$ cat src/sv/s1b64_pkg.sv
`default_nettype none
package s1b64_pkg;

  typedef struct packed {
    logic [7:0] data_byte;
    logic       byte_present;
    logic       end_of_message;
  } in_item_t;

  typedef struct packed {
    logic [6:0] b64_char;
    logic       last_char;
  } out_item_t;

  localparam logic [31:0] H0 = 32'h67452301;
  localparam logic [31:0] H1 = 32'hEFCDAB89;
  localparam logic [31:0] H2 = 32'h98BADCFE;
  localparam logic [31:0] H3 = 32'h10325476;
  localparam logic [31:0] H4 = 32'hC3D2E1F0;
  localparam logic [7:0]  PadByte = 8'h80;
  localparam logic [5:0]  LenStart = 6'd56;
  localparam int unsigned DigestChars = 28;
  localparam logic [6:0]  PadChar = 7'h3D;

  // request from the byte front end to the compression core
  typedef struct packed {
    logic start;
  } core_req_t;

  typedef struct packed {
    logic busy;
    logic done;
  } core_stat_t;

  // round constant for a round index
  function automatic logic [31:0] round_k(input logic [6:0] r);
    if (r < 7'd20) return 32'h5A827999;
    else if (r < 7'd40) return 32'h6ED9EBA1;
    else if (r < 7'd60) return 32'h8F1BBCDC;
    else return 32'hCA62C1D6;
  endfunction

  // round function for a round index
  function automatic logic [31:0] round_f(input logic [6:0] r, input logic [31:0] b,
                                          input logic [31:0] c, input logic [31:0] d);
    if (r < 7'd20) return (b & c) | (~b & d);
    else if (r < 7'd40) return b ^ c ^ d;
    else if (r < 7'd60) return (b & c) | (b & d) | (c & d);
    else return b ^ c ^ d;
  endfunction

  // six bit value to ascii base64 character
  function automatic logic [6:0] b64_map(input logic [5:0] v);
    if (v < 6'd26) return 7'(7'd65 + 7'(v));
    else if (v < 6'd52) return 7'(7'd97 + 7'(v) - 7'd26);
    else if (v < 6'd62) return 7'(7'd48 + 7'(v) - 7'd52);
    else if (v == 6'd62) return 7'h2B;
    else return 7'h2F;
  endfunction

endpackage
`default_nettype wire

$ cat src/sv/s1b64_core.sv
`default_nettype none
module s1b64_core (
  input  wire logic        clk,
  input  wire logic        wr_en,
  input  wire logic [5:0]  wr_addr,
  input  wire logic [7:0]  wr_byte,
  input  wire logic [3:0]  rd_addr,
  output logic [31:0]      rd_word
);

  // block store as 16 big-endian words, one byte lane written per transfer
  logic [31:0] mem [16];

  // byte write and registered word read
  always_ff @(posedge clk) begin
    if (wr_en) mem[wr_addr[5:2]][{~wr_addr[1:0], 3'b000} +: 8] <= wr_byte;
    rd_word <= mem[rd_addr];
  end

endmodule
`default_nettype wire

$ cat src/sv/s1b64_rounds.sv
`default_nettype none
module s1b64_rounds (
  input  wire logic                  clk,
  input  wire logic                  rst,
  input  wire s1b64_pkg::core_req_t  req,
  input  wire logic                  chain_init,
  input  wire logic                  load,
  input  wire logic [31:0]           load_word,
  output s1b64_pkg::core_stat_t      stat,
  output logic [159:0]               chain
);
  import s1b64_pkg::*;

  typedef enum logic [1:0] {IDLE, ROUND, ADD} state_t;

  state_t       state;
  logic [6:0]   rnd;
  logic [31:0]  w [16];
  logic [31:0]  a, b, c, d, e;
  logic [31:0]  h [5];
  logic [31:0]  w_x, w_cur, t;
  logic         done;

  // schedule expansion and round sum
  always_comb begin
    w_x = w[13] ^ w[8] ^ w[2] ^ w[0];
    w_cur = (rnd < 7'd16) ? w[0] : {w_x[30:0], w_x[31]};
    t = {a[26:0], a[31:27]} + round_f(rnd, b, c, d) + e + round_k(rnd) + w_cur;
  end

  assign chain = {h[0], h[1], h[2], h[3], h[4]};
  assign stat = {(state != IDLE), done};

  // window: shifts on load and on every round
  always_ff @(posedge clk) begin
    if (state == ROUND || (state == IDLE && load)) begin
      for (int i = 0; i < 15; i++) w[i] <= w[i+1];
      w[15] <= (state == ROUND) ? w_cur : load_word;
    end
  end

  // sequencer and chaining words
  always_ff @(posedge clk) begin
    if (rst) begin
      state <= IDLE;
      rnd <= '0;
      done <= 1'b0;
      h[0] <= H0; h[1] <= H1; h[2] <= H2; h[3] <= H3; h[4] <= H4;
    end else begin
      done <= 1'b0;
      unique case (state)
        IDLE: begin
          if (chain_init) begin
            h[0] <= H0; h[1] <= H1; h[2] <= H2; h[3] <= H3; h[4] <= H4;
          end
          if (req.start) begin
            state <= ROUND;
            rnd <= '0;
            a <= h[0]; b <= h[1]; c <= h[2]; d <= h[3]; e <= h[4];
          end
        end
        ROUND: begin
          e <= d; d <= c; c <= {b[1:0], b[31:2]}; b <= a; a <= t;
          rnd <= rnd + 7'd1;
          if (rnd == 7'd79) state <= ADD;
        end
        ADD: begin
          h[0] <= h[0] + a; h[1] <= h[1] + b; h[2] <= h[2] + c;
          h[3] <= h[3] + d; h[4] <= h[4] + e;
          done <= 1'b1;
          state <= IDLE;
        end
        default: state <= IDLE;
      endcase
    end
  end

  rounds_stay_busy: assert property (@(posedge clk) disable iff (rst)
    (state == ROUND && rnd != 7'd79) |=> state == ROUND)
    else $error("round sequence broke early");
  done_after_add: assert property (@(posedge clk) disable iff (rst)
    (state == ADD) |=> stat.done)
    else $error("missing done after chain add");
  no_start_busy: assert property (@(posedge clk) disable iff (rst)
    stat.done |-> !stat.busy)
    else $error("done while busy");

endmodule
`default_nettype wire

$ cat src/sv/sha1_digest_base64_top.sv
`default_nettype none
// sha1 digest with base64 output
// input channel (in_valid/in_ready/in_data): one message byte per transfer,
// byte_present marks a real byte, end_of_message closes the message.
// output channel (out_valid/out_ready/out_data): 28 base64 characters of the
// digest, the last one '=' with last_char set.
// a byte is taken while in_ready is high; the 64th byte of a block holds
// in_ready low through 16 word loads, a start, 80 rounds, the chain add and
// a done pulse.
// an end of message adds padding bytes at one per cycle up to the end of the
// block, one or two compressions, then 28 characters, one per cycle while
// out_ready is high. the input is not ready while characters are being sent.
// the output register holds its character while out_ready is low, and the
// sequencer waits for it.
// reset (rst, synchronous) returns to the initial hash words and an empty
// message; no clearing pass is needed.
module sha1_digest_base64_top (
  input  wire logic                 clk,
  input  wire logic                 rst,
  input  wire logic                 in_valid,
  output logic                      in_ready,
  input  wire s1b64_pkg::in_item_t  in_data,
  output logic                      out_valid,
  input  wire logic                 out_ready,
  output s1b64_pkg::out_item_t      out_data
);
  import s1b64_pkg::*;

  typedef enum logic [2:0] {ACCEPT, PAD, LOAD, WAIT, EMIT} state_t;

  state_t        state;
  logic [5:0]    fill;
  logic [63:0]   bit_count;
  logic [63:0]   len;
  logic          finishing;
  logic          after_len;
  logic          len_ok;
  logic          len_done;
  logic [3:0]    word_idx;
  logic [31:0]   load_word;
  logic [4:0]    char_idx;
  logic [159:0]  digest;
  core_req_t     req;
  core_stat_t    stat;
  logic [159:0]  chain;
  logic          load;
  logic          chain_init;
  logic [7:0]    pad_byte;
  logic          wr_en;
  logic [7:0]    wr_byte;
  logic [5:0]    six;

  // padding byte for the current fill position
  always_comb begin
    if (after_len) pad_byte = PadByte;
    else if (len_ok && fill >= LenStart) pad_byte = 8'(len >> {fill[2:0] ^ 3'd7, 3'b000});
    else pad_byte = 8'h00;
  end

  // byte store write port
  always_comb begin
    wr_en = (state == PAD) || (state == ACCEPT && in_valid && in_data.byte_present);
    wr_byte = (state == PAD) ? pad_byte : in_data.data_byte;
  end

  // digest character select
  always_comb begin
    six = digest[159:154];
  end

  assign in_ready = (state == ACCEPT);

  // sequencer
  always_ff @(posedge clk) begin
    req.start <= 1'b0;
    load <= 1'b0;
    chain_init <= 1'b0;
    if (rst) begin
      state <= ACCEPT;
      fill <= '0;
      bit_count <= '0;
      finishing <= 1'b0;
      after_len <= 1'b0;
      len_ok <= 1'b0;
      len_done <= 1'b0;
      word_idx <= '0;
      char_idx <= '0;
      out_valid <= 1'b0;
    end else begin
      unique case (state)
        ACCEPT: begin
          if (in_valid) begin
            if (in_data.byte_present) begin
              bit_count <= bit_count + 64'd8;
              fill <= fill + 6'd1;
            end
            if (in_data.end_of_message) begin
              finishing <= 1'b1;
              after_len <= 1'b1;
              len <= bit_count + (in_data.byte_present ? 64'd8 : 64'd0);
            end
            if (in_data.byte_present && fill == 6'd63) begin
              state <= LOAD;
              word_idx <= '0;
            end else if (in_data.end_of_message) begin
              state <= PAD;
            end
          end
        end
        PAD: begin
          // the length fits in this block only if the 0x80 mark lands before it
          after_len <= 1'b0;
          if (after_len) len_ok <= (fill < LenStart);
          fill <= fill + 6'd1;
          if (fill == 6'd63) begin
            state <= LOAD;
            word_idx <= '0;
            if (!after_len && len_ok) begin
              finishing <= 1'b0;
              len_done <= 1'b1;
            end
          end
        end
        LOAD: begin
          load <= 1'b1;
          word_idx <= word_idx + 4'd1;
          if (word_idx == 4'd15) begin
            state <= WAIT;
            req.start <= 1'b1;
          end
        end
        WAIT: begin
          if (stat.done) begin
            if (len_done) begin
              state <= EMIT;
              len_done <= 1'b0;
              digest <= chain;
              char_idx <= '0;
              chain_init <= 1'b1;
              bit_count <= '0;
            end else if (finishing) begin
              state <= PAD;
              len_ok <= 1'b1;
            end else state <= ACCEPT;
          end
        end
        EMIT: begin
          if (!out_valid || out_ready) begin
            if (char_idx == 5'(DigestChars)) begin
              out_valid <= 1'b0;
              state <= ACCEPT;
            end else begin
              out_valid <= 1'b1;
              out_data.last_char <= (char_idx == 5'(DigestChars - 1));
              out_data.b64_char <= (char_idx == 5'(DigestChars - 1)) ? PadChar
                                 : b64_map(six);
              digest <= {digest[153:0], 6'd0};
              char_idx <= char_idx + 5'd1;
            end
          end
        end
        default: state <= ACCEPT;
      endcase
    end
  end

  s1b64_core u_store (
    .clk     (clk),
    .wr_en   (wr_en),
    .wr_addr (fill),
    .wr_byte (wr_byte),
    .rd_addr (word_idx),
    .rd_word (load_word)
  );

  s1b64_rounds u_rounds (
    .clk        (clk),
    .rst        (rst),
    .req        (req),
    .chain_init (chain_init),
    .load       (load),
    .load_word  (load_word),
    .stat       (stat),
    .chain      (chain)
  );

  no_input_while_emit: assert property (@(posedge clk) disable iff (rst)
    (state == EMIT) |-> !in_ready)
    else $error("input ready during emit");
  last_is_pad: assert property (@(posedge clk) disable iff (rst)
    (out_valid && out_data.last_char) |-> out_data.b64_char == PadChar)
    else $error("last character not pad");
  out_held: assert property (@(posedge clk) disable iff (rst)
    (out_valid && !out_ready) |=> out_valid)
    else $error("output dropped under stall");

endmodule
`default_nettype wire
$ cat config.mk
export PLATFORM = sky130hd
export DESIGN_NAME = sha1_digest_base64_top
export DESIGN_NICKNAME = d
export VERILOG_FILES = /design/src/sv/s1b64_pkg.sv /design/src/sv/s1b64_core.sv /design/src/sv/s1b64_rounds.sv /design/src/sv/sha1_digest_base64_top.sv
export SDC_FILE = /design/constraint.sdc
export NUM_CORES = 2
export LEC_CHECK = 0
export BUFFER_PORTS_ARGS = -buffer_cell sky130_fd_sc_hd__buf_2
export CAP_MARGIN = 25
export CORE_UTILIZATION = 40
export CTS_BUF_LIST = sky130_fd_sc_hd__clkbuf_16
export CTS_CLUSTER_DIAMETER = 200
export CTS_CLUSTER_SIZE = 16
export DETAILED_ROUTE_END_ITERATION = 7
export GPL_TIMING_DRIVEN = 0
export PLACE_DENSITY_LB_ADDON = 0.3
export SLEW_MARGIN = 10
export SYNTH_ARGS = -nofsm -noshare
export SYNTH_HDL_FRONTEND = slang
export SYNTH_HIERARCHICAL = 1
export SYNTH_SLANG_ARGS = --single-unit
$ cat constraint.sdc
create_clock -name clk -period 50.5 [get_ports clk]
set_clock_uncertainty 0.2 [all_clocks]
set_input_delay 12.625 -clock clk [delete_from_list [all_inputs] [get_ports clk]]
set_output_delay 12.625 -clock clk [all_outputs]
set_load 0.03 [all_outputs]
==> metrics.cfg <==
[outcome]
status=completed

[power_and_ir_drop]
max-vdd-ir-drop_uv=31.0
finalPower_mw=2.56
cellLeakagePower_nw=29.9
p_per_area_nw_per_um2=29.7

[finish]
stdcell_count=8602
multiInputGateArea_um2=26700
drive_above_1_share_pct=9.85
design_area_um2=86300
fillers=17460
area_delta_synth_final_pct=10.0
seqCellArea_um2=49800
nNetsFinal=6257
final_util_pct=44.3

[global_routing]
overflow=0
grt_max_degree=61
track_usage_pct=20.9
grt_pass1_vias=45987
grt_first_pass_wirelength_um=307000
antenna_found_initial=4

[timing]
drv_slew=0
maxSlewHeadroom_pct=24.1
finalCritPeriodShare_pct=30.9
fmax_ghz=0.0642
finalHoldViolations=0
fin_hold_ws_ns=0.167
period_minus_slack_ns=15.59
setup_slack_ns=34.91
tns_ns=0
rsz0062_at_grt=no
finalSetupViolCount=0
tightest_slew_ns=1.13

[clock_network]
cts_resized=0
numCtsBuffers=116
cts_tree=built
clock-sinks=1702
clk_latency_ns=0.82
hold_buffers=0
clockRootBuffer=clkbuf_16
h-tree-depth=3
clkTransAtPathRegs_ns=0.09
clock_path_buffers=3
post-cts-setup-buffers=0

[synthesis]
synth_fp_nets=6054
yosys_warnings=6
syn_inst=5703
avgSynthCellArea_um2=13.8
netlist_area_um2=78400

[route]
via_per_inst=5.58
drc=0
postRouteAntennaNets=0
routedWlPerCell_um=24.5
num_vias=47969
drtIter0Drc=5131
routed_wl_um=211000
dr.pass1.iters=5

[die]
die_y_um=445
die_x_um=445
core_um2=195000
num_io_pins=24
rows=162
start_util_pct=40.3
dieArea_um2=198000

[placed_design]
place.gp.congestion=0.944
dp.cells=8411
place_area_um2=82900
portBuffers=23
hpwl_um=156000
dp_slack_ns=34.19

[critical_path]
start_kind=input pin
r2r-start=u_rounds/rnd[4]
cp-end-kind=flip-flop
cp_max_fo=10
cp_data_arrival_time_ns=15.88
crit_path_start=rst
crit_type=in -> reg
cp.required_ns=50.79

[min_path]
hp-start=u_rounds/w[1][129]
worstHoldPathType=reg -> reg

[flow_run]
maxCapViolations=0

==> metal layers <==
layer | wire length, µm | part of all wire, % | up-vias | global-route usage, %
met2 | 96100 | 46 | 1716 | 32.5
met1 | 93600 | 44 | 24333 | 30.0
met5 | 27 | 0.013 | - | 0
met4 | 8310 | 3.9 | 4 | 7.74
li1 | - | - | 21562 | -
met3 | 12900 | 6.1 | 354 | 2.82
==> sequential cells by signal, indices dropped and copies added (netlist names), 3 cells and up <==
signal           cells
u_rounds/a          32
u_rounds/e          32
u_rounds/w         512
out_data             8
len                 61
u_rounds/rnd         7
digest             160
u_rounds/h         160
char_idx             5
fill                 6
state                3
u_rounds/d          32
u_rounds/c          32
u_store/rd_word     32
u_store/mem        512
u_rounds/b          32
bit_count           61
word_idx             4
==> power breakdown <==
part | switching [mW] | total, mW | internal, mW
Clock | 0.479 | 0.898 | 0.419
Combinational | 0.0670 | 0.103 | 0.0358
Sequential | 0.00866 | 1.56 | 1.55
Total | 0.554 | 2.56 | 2.00
==> path summary, 6_finish.rpt <==
path / to / slack (ns) / cells past startpoint
setup / recovery: u_rounds/h[0][157] / 34.91 / 7
setup reg to reg: u_rounds/a[31] / 43.39 / 21
hold / removal: u_rounds/w[1][97] / 0.17 / 0
hold reg to reg: u_rounds/w[1][97] / 0.17 / 0
==> critical path: stages <==
cell	delay, ns
buf_2	0.22
nor2_1	0.14
nand2_1	0.27
clkbuf_1	0.76
clkbuf_1	0.90
clkbuf_1	0.80
nor2_1	0.12
==> cell type report <==
| type | instances | share of cell area (%) |
|---|---|---|
| Antenna cell | 6 | 0.0174 |
| Buffer | 227 | 1.09 |
| Clock buffer | 117 | 3.39 |
| Clock inverter | 67 | 0.483 |
| Inverter | 281 | 1.22 |
| Multi-Input combinational cell | 3493 | 30.9 |
| Sequential cell | 1702 | 57.7 |
| Tap cell | 2624 | 3.80 |
| Timing Repair Buffer | 85 | 1.35 |
==> cells in the final DEF, fill, tap and decap left out, types with 129 or more instances in the layout <==
| master | instances |
|---|---|
| xnor2_1 | 205 |
| nor2_1 | 370 |
| dfxtp_1 | 129 |
| clkbuf_1 | 181 |
| nand2_1 | 662 |
| mux2_2 | 160 |
| edfxtp_1 | 1573 |
| inv_1 | 339 |
| mux4_2 | 141 |
| ha_1 | 212 |
| o21ai_0 | 231 |
| a21oi_1 | 194 |
No activity file was read; power rests on OpenSTA's default activity.
